**src/hdl/mta_pkg.sv**
```systemverilog
// shared types, constants and helpers for the station byte accounting table
// no dependencies
package mta_pkg;

  localparam int TABLE_DEPTH = 256;
  localparam int IDX_W       = $clog2(TABLE_DEPTH);
  localparam int CNT_W       = $clog2(TABLE_DEPTH + 1);
  localparam int ADDR_W      = 48;
  localparam int LEN_W       = 16;
  localparam int RIDX_W      = 8;
  localparam int ECNT_W      = 9;
  localparam int CMP_W       = RIDX_W + CNT_W;

  localparam logic [ADDR_W-1:0] BCAST_ADDR = '1;
  localparam logic [ADDR_W-1:0] COUNT_MAX  = '1;

  typedef enum logic [1:0] {
    OP_READ,
    OP_IGNORE,
    OP_COUNT,
    OP_SELF
  } op_t;

  typedef struct packed {
    op_t               op;
    logic [ADDR_W-1:0] tx;
    logic [ADDR_W-1:0] rx;
    logic [LEN_W-1:0]  len;
    logic [RIDX_W-1:0] idx;
  } job_t;

  typedef enum logic [2:0] {
    S_IDLE,
    S_READ,
    S_SCAN_RD,
    S_SCAN_CMP,
    S_CNT_RD,
    S_TX_WR,
    S_RX_WR
  } bstate_t;

  function automatic logic [ADDR_W-1:0] sat_add(input logic [ADDR_W-1:0] cnt,
                                                input logic [LEN_W-1:0]  len);
    logic [ADDR_W:0] sum;
    sum = {1'b0, cnt} + {{(ADDR_W + 1 - LEN_W){1'b0}}, len};
    return sum[ADDR_W] ? COUNT_MAX : sum[ADDR_W-1:0];
  endfunction

endpackage

```
**src/hdl/mta_front.sv**
```systemverilog
// front end: takes request items and classifies them into jobs
// depends on mta_pkg
module mta_front (
  input  logic                        in_valid,
  output logic                        in_stall,
  input  logic                        in_cmd,
  input  logic [47:0]                 in_transmitter_addr,
  input  logic [47:0]                 in_recipient_addr,
  input  logic [15:0]                 in_frame_bytes,
  input  logic [7:0]                  in_read_index,
  input  logic                        q_full,
  output logic                        push,
  output mta_pkg::job_t               push_job
);
  import mta_pkg::*;

  always_comb begin
    in_stall     = q_full;
    push         = in_valid && !q_full;
    push_job.tx  = in_transmitter_addr;
    push_job.rx  = in_recipient_addr;
    push_job.len = in_frame_bytes;
    push_job.idx = in_read_index;
    if (in_cmd) begin
      push_job.op = OP_READ;
    end else if (in_recipient_addr == BCAST_ADDR) begin
      push_job.op = OP_IGNORE;
    end else if (in_transmitter_addr == in_recipient_addr) begin
      push_job.op = OP_SELF;
    end else begin
      push_job.op = OP_COUNT;
    end
  end

endmodule

```
**config.mk**
```make
export PLATFORM = sky130hd
export DESIGN_NAME = mta_front
export DESIGN_NICKNAME = d
export VERILOG_FILES = /design/src/hdl/mta_pkg.sv /design/src/hdl/mta_front.sv
export SDC_FILE = /design/constraint.sdc
export NUM_CORES = 1
export LEC_CHECK = 0
export ABC_AREA = 1
export BUFFER_PORTS_ARGS = -buffer_cell sky130_fd_sc_hd__buf_4
export CAP_MARGIN = 40
export CELL_PAD_IN_SITES_DETAIL_PLACEMENT = 0
export CELL_PAD_IN_SITES_GLOBAL_PLACEMENT = 1
export CORE_MARGIN = 4
export CORE_UTILIZATION = 18
export DETAILED_ROUTE_END_ITERATION = 12
export GPL_TIMING_DRIVEN = 0
export PLACE_DENSITY_LB_ADDON = 0.1
export SLEW_MARGIN = 30
export SYNTH_ARGS = -nofsm -noshare
export SYNTH_HDL_FRONTEND = slang
export SYNTH_SLANG_ARGS = --single-unit
```
**constraint.sdc**
```tcl
create_clock -name vclk -period 1.3
set_input_delay 0.26 -clock vclk [all_inputs]
set_output_delay 0.26 -clock vclk [all_outputs]
set_load 0.005 [all_outputs]
```
# [Yosys cells after proc, flatten, opt, wreduce, memory -nomap -nowiden]
# Cells that the tools add are included.
[word_totals] reg_bits=0 output_inout_bits=124
[op_classes] eq_ne=2 mux=3 reduce_logical=2
[ops] cell="$eq A48 B48 Y1" n=1
[ops] cell="$eq A48 B48 Y1 const B" n=1
[ops] cell="$mux W2" n=2
[ops] cell="$logic_and A1 B1 Y1" n=1
[ops] cell="$logic_not A1 Y1" n=1
[ops] cell="$mux W1" n=1

# [Logic depth before layout (Yosys ltp)]
[logic_depth] word_depth=4 ltp_mapped=9

# [Worst setup path after synthesis]
# No wires, ideal clock.
[synth_path] kind="input to output" start="in in_recipient_addr[30]" end="out push_job[120] (netlist name)" arrival_time_ns=0.879 t_required_ns=1.040 slack_ns=0.161 path_stages=7 n_path_buf=0 path_cell_list="xnor2_1 nand2_1 nor2_1 nand2_1 nor2_1 nand3_1 a21oi_2"
[synth_rtl] item="from (decl)" line_no="mta_front.sv:8" source="input logic [47:0] in_recipient_addr,"
[synth_rtl] item="to (decl)" line_no="mta_front.sv:13" source="output mta_pkg::job_t push_job"

==> flow_summary.yaml <==
global_route:
  grtUsageTotal_pct: 10.8
  grt_start_max_net_pins: 5
  antenna_found_initial: 0
  grt_pass1_wl_um: 10300
  grt-ovfl-total: 0
  grt_pass1_vias: 2223
die:
  dieArea_um2: 11600
  rows: 36
  die_w_um: 108
  coreArea_um2: 9730
  ios: 247
  initial_utilization_pct: 18.3
  fp.dieH_um: 108
cells_and_area:
  multi_input_area_um2: 1050
  drive_above_1_share_pct: 77.9
  n_fill_cell: 1055
  n_clock_buffer: 0
  nFlopsAndLatches: 0
  final_nets: 641
  insertedDiodeCount: 0
  areaGrowthSynthToFinish_pct: 125
  register_area_um2: 0
  finish.utilization_pct: 41.3
cts:
  postCtsSetupBuffers: 0
detailed_routing:
  drc_errors: 0
  first_pass_iters: 2
  ant_nets: 0
  dr.first_iter.drc_count: 29
  wirelength_um: 7350
  vias_per_cell: 3.55
  wl_per_cell_um: 11.3
  num_vias: 2301
sta:
  rsz0062_at_grt: "yes"
  hold_slack_ns: 0.686
  slew_violations: 0
  setup_viol: 2
  clock.fmax_mhz: 660
  layout_setup_ws_ns: -0.214
  worst_slew_pin_slew_ns: 0.216
  min_period_over_period_pct: 116
  finalHoldViolations: 0
  min_period_ns: 1.51
  max-slew-margin-rel_pct: 85.5
setup_path:
  crit_arrival_ns: 1.25
  critPathRequiredTime_ns: 1.04
  end_kind: "output port"
  crit_path_start_kind: "primary input"
  cp_max_fo: 4
  critPathKind: "primary input to output port"
min_path:
  min_from: "in_frame_bytes[10]"
  min_path_cells: 2
  worst_hold_path.endpoint: "push_job[18]"
  hp-class: "primary input to output port"
placed_design:
  portBuffers: 223
  gp_congestion: 0.736
  dp_hpwl_um: 6850
power_and_ir_drop:
  peakVddDrop_mv: 0.129
  power.density_nw_per_um2: 319
  p_leak_uw: 0.00228
synth:
  synth_warnings: 0
  syn-instance-count: 293
  synth_area_um2: 1780
  ys_seq_area_share_pct: 0
  syn_nets: 416
  synth.distinct_cells: 10
  avgSynthCellArea_um2: 6.09
status:
  violations: "setup timing"
  status: "finished with violations"
job:
  drv_cap: 0
layout by cell type, fill, tap and decap left out:
master,n
a21oi_2,1
buf_4,317
buf_6,24
buf_8,3
inv_1,21
inv_2,7
nand2_1,66
nand2_2,7
nand3_2,2
nand4_1,9
nor2_1,9
nor2_2,10
nor3_2,3
xnor2_1,9
xnor2_2,27
xnor2_4,1
metrics by stage:
step	std cells	setup WS, ns	instance area, um2	setup TNS, ns	total power, uW
after floorplan	293	0.161	1780	0	489
after global placement	649	-0.258	3620	-0.459	1150
after detailed placement	649	-0.273	3620	-0.506	1160
after CTS	649	-0.267	3720	-0.512	1200
after global routing	649	-0.329	4020	-0.614	1390
final	649	-0.214	4020	-0.397	1280
cell usage after synthesis (all sizes together):
master / instances / area [um2]
inv: 28 / 105
nand2: 73 / 274
nor2: 19 / 71.3
buf: 121 / 908
a21oi: 1 / 8.76
xnor2: 37 / 324
nand3: 2 / 10.0
nor3: 3 / 25.0
nand4: 9 / 56.3
worst max-delay path by stage:
stage | from | end | cells after the start
after global placement | in_recipient_addr[20] | push_job[120] | 9
after detailed placement | in_recipient_addr[8] | push_job[120] | 9
final | in_recipient_addr[31] | push_job[120] | 8
after global routing | in_transmitter_addr[47] | push_job[120] | 9
after floorplan | in_recipient_addr[30] | push_job[120] | 7
after CTS | in_recipient_addr[6] | push_job[120] | 8
power breakdown:
part	internal (uW)	switching, uW	total (uW)
logic	854	426	1280
registers	0	0	0
clock network	0	0	0
total	854	426	1280
critical path: stages:
cell	delay, ns
buf_6	0.09
nand2_2	0.05
nor2_2	0.11
nand4_1	0.12
nor3_2	0.24
nand3_2	0.12
a21oi_2	0.15
buf_4	0.12
layout make-up:
cell class	count	share of cell area [%]
Timing Repair Buffer	223	44.5
Inverter	28	2.62
Multi-Input combinational cell	144	26.1
Tap cell	133	4.14
Buffer	121	22.6
per-layer routing:
metal	wire, um	up-vias	track usage (%)
li1	-	1210	-
met1	2540	960	12.2
met2	4000	131	21.6
met3	808	0	2.16
met4	0	0	0
met5	0	-	0
logic make-up (layout without fill, tap and decap cells):
group                  count (synthesis)  in the layout  synth area share (%)
XOR/XNOR                              37             37                  18.2
AND/OR/NAND/NOR                      106            106                  24.5
AO/OA/AOI/OAI                          1              1                 0.491
buffers and inverters                149            372                  56.8
what timing repair did:
item / 4_1_cts / 5_1_grt
hold buffers: 0 / 0
gates resized for setup: 22 / 64
endpoints found under the setup margin: 2 / 2
pin swaps: 18 / 40
Power figures use the tool's default switching activity.
