==> src/hdl/mta_pkg.sv <==
// shared types, constants and helpers for the station byte accounting table
// no dependencies
package mta_pkg;

  localparam int TABLE_DEPTH = 256;
  localparam int IDX_W       = $clog2(TABLE_DEPTH);
  localparam int CNT_W       = $clog2(TABLE_DEPTH + 1);
  localparam int ADDR_W      = 48;
  localparam int LEN_W       = 16;
  localparam int RIDX_W      = 8;
  localparam int ECNT_W      = 9;
  localparam int CMP_W       = RIDX_W + CNT_W;

  localparam logic [ADDR_W-1:0] BCAST_ADDR = '1;
  localparam logic [ADDR_W-1:0] COUNT_MAX  = '1;

  typedef enum logic [1:0] {
    OP_READ,
    OP_IGNORE,
    OP_COUNT,
    OP_SELF
  } op_t;

  typedef struct packed {
    op_t               op;
    logic [ADDR_W-1:0] tx;
    logic [ADDR_W-1:0] rx;
    logic [LEN_W-1:0]  len;
    logic [RIDX_W-1:0] idx;
  } job_t;

  typedef enum logic [2:0] {
    S_IDLE,
    S_READ,
    S_SCAN_RD,
    S_SCAN_CMP,
    S_CNT_RD,
    S_TX_WR,
    S_RX_WR
  } bstate_t;

  function automatic logic [ADDR_W-1:0] sat_add(input logic [ADDR_W-1:0] cnt,
                                                input logic [LEN_W-1:0]  len);
    logic [ADDR_W:0] sum;
    sum = {1'b0, cnt} + {{(ADDR_W + 1 - LEN_W){1'b0}}, len};
    return sum[ADDR_W] ? COUNT_MAX : sum[ADDR_W-1:0];
  endfunction

endpackage

==> src/hdl/mta_queue.sv <==
// two-entry job queue between front end and table engine
// depends on mta_pkg
module mta_queue (
  input  logic          clk,
  input  logic          rst_n,
  input  logic          push,
  input  mta_pkg::job_t push_job,
  output logic          full,
  input  logic          pop,
  output mta_pkg::job_t head_job,
  output logic          empty
);
  import mta_pkg::*;

  job_t       slot_r [2];
  logic       wr_ptr_r, wr_ptr_nxt;
  logic       rd_ptr_r, rd_ptr_nxt;
  logic [1:0] fill_r, fill_nxt;

  assign full     = (fill_r == 2'd2);
  assign empty    = (fill_r == 2'd0);
  assign head_job = slot_r[rd_ptr_r];

  always_comb begin
    wr_ptr_nxt = push ? ~wr_ptr_r : wr_ptr_r;
    rd_ptr_nxt = pop ? ~rd_ptr_r : rd_ptr_r;
    fill_nxt   = fill_r + {1'b0, push} - {1'b0, pop};
  end

  always_ff @(posedge clk) begin
    if (!rst_n) begin
      wr_ptr_r <= 1'b0;
      rd_ptr_r <= 1'b0;
      fill_r   <= 2'd0;
    end else begin
      wr_ptr_r <= wr_ptr_nxt;
      rd_ptr_r <= rd_ptr_nxt;
      fill_r   <= fill_nxt;
    end
  end

  always_ff @(posedge clk) begin
    if (push) begin
      slot_r[wr_ptr_r] <= push_job;
    end
  end

  a_no_overflow: assert property (@(posedge clk) disable iff (!rst_n) full |-> !push)
    else $error("queue push while full");
  a_no_underflow: assert property (@(posedge clk) disable iff (!rst_n) empty |-> !pop)
    else $error("queue pop while empty");
  a_fill_range: assert property (@(posedge clk) disable iff (!rst_n) fill_r != 2'd3)
    else $error("queue fill out of range");

endmodule

==> config.mk <==
export PLATFORM = sky130hd
export DESIGN_NAME = mta_queue
export DESIGN_NICKNAME = d
export VERILOG_FILES = /design/src/hdl/mta_pkg.sv /design/src/hdl/mta_queue.sv
export SDC_FILE = /design/constraint.sdc
export NUM_CORES = 1
export LEC_CHECK = 0
export ABC_AREA = 1
export BUFFER_PORTS_ARGS = -buffer_cell sky130_fd_sc_hd__buf_4
export CAP_MARGIN = 20
export CORE_UTILIZATION = 40
export CTS_CLUSTER_DIAMETER = 200
export DETAILED_ROUTE_END_ITERATION = 8
export PLACE_DENSITY = 0.61
export SLEW_MARGIN = 40
export SYNTH_ARGS = -nofsm -noshare
export SYNTH_HDL_FRONTEND = slang
export SYNTH_SLANG_ARGS = --single-unit
==> constraint.sdc <==
create_clock -name clk -period 8.9 [get_ports clk]
set_clock_uncertainty 0.1 [all_clocks]
set_input_delay 1.78 -clock clk [delete_from_list [all_inputs] [get_ports clk]]
set_output_delay 1.78 -clock clk [all_outputs]
set_load 0.02 [all_outputs]
Word-level counts from Yosys, hierarchy flattened

Memories as Yosys holds them, arrays and structs flattened. A register that Yosys moved wholly into a read port is not among the register bits.
Index checks and enable logic that the tools add are counted.

Register bits: 4
RAM bits: 244
Output and inout port bits: 124
Memories: 1

$add $sub $neg: 2
Equality and inequality tests: 1
Mux-type cells: 4
Bitwise operators: 2
Reductions and logical operators: 1

Memories:

| memory | words | bits a word | rd ports | clocked after Yosys merged registers in | wr ports | line            | source |
|---|---|---|---|---|---|---|---|
| slot_r | 2     | 122         | 1        | 1                                       | 1        | mta_queue.sv:15 | `job_t slot_r [2];` |

Operators by type and width:

| cell                                 | count |
|---|---|
| 2-to-1 mux 1 bit                     | 4 |
| adder 2 x 1 -> 2 bit                 | 1 |
| == test 2 bit, second input constant | 1 |
| logical NOT 2 bit                    | 1 |
| inverter 1 bit                       | 2 |
| subtractor 2 x 1 -> 2 bit            | 1 |

Logic depth before layout (Yosys ltp)

Word-level depth: 3
Mapped depth: 9
Depth with buffers taken out: 9

Least setup slack after synthesis

No wires, ideal clock.

Path type: in2reg
From: input push
To: memory slot_r[0][0] (netlist bit) (enable)
Arrival time: 6924 ps
Data required time: 8192 ps
Slack: 1269 ps
Cell stages on the path: 2
Buffers on the path: 0
Cell sequence: inv_1 -> nor2_1

Longest elaborated chain between the ends: 2

Ends and longest elaborated chain:

| item                                   | line            | source |
|---|---|---|
| start, declared                        | mta_queue.sv:6  | `input logic push,` |
| 2-to-1 mux 1 bit                       | mta_queue.sv:43 | `if (push) begin` |
| 2-to-1 mux 1 bit (not written as such) | mta_queue.sv:44 | `slot_r[wr_ptr_r] <= push_job;` |
| end, declared                          | mta_queue.sv:15 |  |

No other way between the ends.

==> results by group <==
Timing
  • Setup ws final: 4.74 ns
  • Setup TNS: 0 ns
  • RSZ-0062 raised after global routing: no
  • Setup-failing EPs final: 0
  • Final worst-path cycle share: 0.468
  • Relative slew slack: 0.561
  • Slew @ Worst Pin: 0.659 ns
  • FMAX: 240 MHz
  • Pins Over Slew Limit: 0
  • Endpoints failing hold: 0
  • Tmin final: 4.16 ns

Placed design
  • DP Worst Slack: 4.88 ns
  • Dpl hpwl: 11.7 mm
  • Port buffer count: 249
  • Routability cong.: 0.690
  • Placed Cells: 967

Finish
  • Fin util: 0.546
  • Most frequent cells in the layout: buf_4, edfxtp_1, mux2_4
  • Commonest non-fill, non-tap cell in the layout: buf_4
  • Multi-input logic area: 0.00178 mm2
  • Final Non-Filler Cells: 1015
  • Post-layout nets: 812
  • Area Overhead vs Synth: 32.9%
  • Layout cells sized above 1: 0.594
  • Sequential Area: 0.00743 mm2
  • Fill count: 1802
  • Ant diodes: 0

Die
  • Die height: 155 um
  • DIE WIDTH: 155 um
  • Site Rows: 55
  • Die Area: 0.0240 mm2
  • Core ar.: 0.0228 mm2
  • Starting Density: 0.411
  • Ports: 250

Worst setup path
  • Crit Path Category: flip-flop to primary output
  • RR Startpoint: wr_ptr_r$_SDFFE_PN0P_
  • Critical path launch point type: flip-flop
  • Worst-path maximum fanout: 49
  • CP arrival: 2.28 ns
  • CP endpoint kind: primary output
  • WP data required: 7.02 ns

GRT
  • Largest net degree at the start of global routing: 84
  • First-pass GRT wire length: 26.3 mm
  • Number of global-route vias before repair: 4865
  • GRT Overall Usage: 0.141
  • GRT overflow: 0
  • Initial antenna violation count: 0

Job
  • # Max-Cap Violations: 0

Detailed routing
  • Routed Antenna Nets: 0
  • Total Wirelength: 17.7 mm
  • Pre-antenna DRT Iters: 4
  • Iteration-0 DRC Markers: 196
  • Wire length per cell: 17.4 um
  • Routed vias/inst: 4.60
  • Routed vias: 4674
  • Drc violations: 0

Synthesis
  • Syn_area_per_cell: 22.7 um2
  • Cell area after synthesis: 0.00936 mm2
  • Post-synthesis cell type count: 13
  • Post-Synthesis Cells: 413
  • Synth warn: 0
  • Post-synthesis sequential area ratio: 0.793
  • Post-synthesis register bit count: 249
  • Net Count, Synth: 541

Min path
  • Hold_sp: rd_ptr_r$_SDFFE_PN0P_
  • Worst hold path class: flip-flop to flip-flop

Clocking
  • Max Root-Sink Buffers: 3
  • Cts repair resizes: 0
  • H-Tree Depth: 1
  • # hold bufs at CTS: 0
  • CTS tree: built
  • Clock Latency Late Sink: 0.50 ns
  • Post-CTS Setup Inserts: 0
  • Cts bufs inserted: 27
  • TritonCTS Sinks: 249
  • Clock root cell: clkbuf_16
  • Clock-pin slew on the worst setup and hold paths: 0.06 ns

Power
  • Pwr/cell area: 222 mW/mm2
  • Worst VDD drop: 0.000187 V
  • Lkg Pwr: 4.84 nW

Status
  • Outcome: finished, final reports clean
-- synth_stat cells, drive strengths merged --
library cell / count / area [um2]
buf: 14 / 136
nand2: 8 / 30.0
edfxtp: 244 / 7330
dfxtp: 5 / 100
a21oi: 1 / 5.00
ha: 2 / 25.0
nor2: 9 / 33.8
nand3: 1 / 5.00
inv: 7 / 26.3
mux2: 122 / 1670
-- final timing paths --
kind                                          endpoint  slack (ns)  depth (start not counted)
worst max register to register  slot_r[1][1]$_DFFE_PP_        6.83                          3
worst min register to register               flip-flop        0.40                          2
worst min-delay path                         flip-flop        0.40                          2
worst max-delay path                      head_job[43]        4.74                          3
-- cells by family after synthesis --
logic type                 after synthesis  share of synthesized area
buffers and inverters                   21                     0.0174
muxes                                  122                      0.179
AOI/OAI and AO/OA                        1                   0.000534
DFF                                    249                      0.793
and+or+nand+nor                         18                    0.00735
adders and majority gates                2                    0.00267
-- report_power, final --
part / leakage (nW) / internal (W) / switching, W
clock: 0.409 / 0.000628 / 0.000411
combinational: 2.10 / 0.000174 / 0.000171
sequential: 2.33 / 0.00136 / 0.0000189
total: 4.84 / 0.00216 / 0.000601
-- through the flow --
stage / total power, W / instance area [um2] / hold slack (ns)
after floorplan: 0.00160 / 9360 / 0.363
after global placement: 0.00174 / 11500 / 0.376
after detailed placement: 0.00175 / 11600 / 0.394
after CTS: 0.00280 / 12400 / 0.411
after global routing: 0.00286 / 12400 / 0.463
final: 0.00276 / 12400 / 0.398
-- worst max-delay path: stages (launching register included) --
cell,delay [ns]
dfxtp_4,0.61
buf_6,0.55
mux2_4,0.36
buf_4,0.16
-- metal layers --
layer  vias up  global-route usage  part of all wire
met5         -                   0                 0
met2       187               0.240              0.48
met1      2303               0.175              0.41
met3        19              0.0446             0.096
met4         0              0.0368             0.013
li1       2165                   -                 -
-- registers in the layout (all words and copies together) (netlist names), named ones only --
| signal | count |
|---|---|
| fill_r | 2 |
| rd_ptr_r | 1 |
| slot_r | 244 |
| wr_ptr_r | 1 |
-- layout make-up --
cell class / count / share of cell area
multi-input combinational: 143 / 0.143
inverter: 7 / 0.00251
sequential: 249 / 0.597
tap: 313 / 0.0315
clock buffer: 42 / 0.0628
timing repair buffer: 256 / 0.159
clock inverter: 5 / 0.00422
No activity file was read; power rests on OpenSTA's default activity.
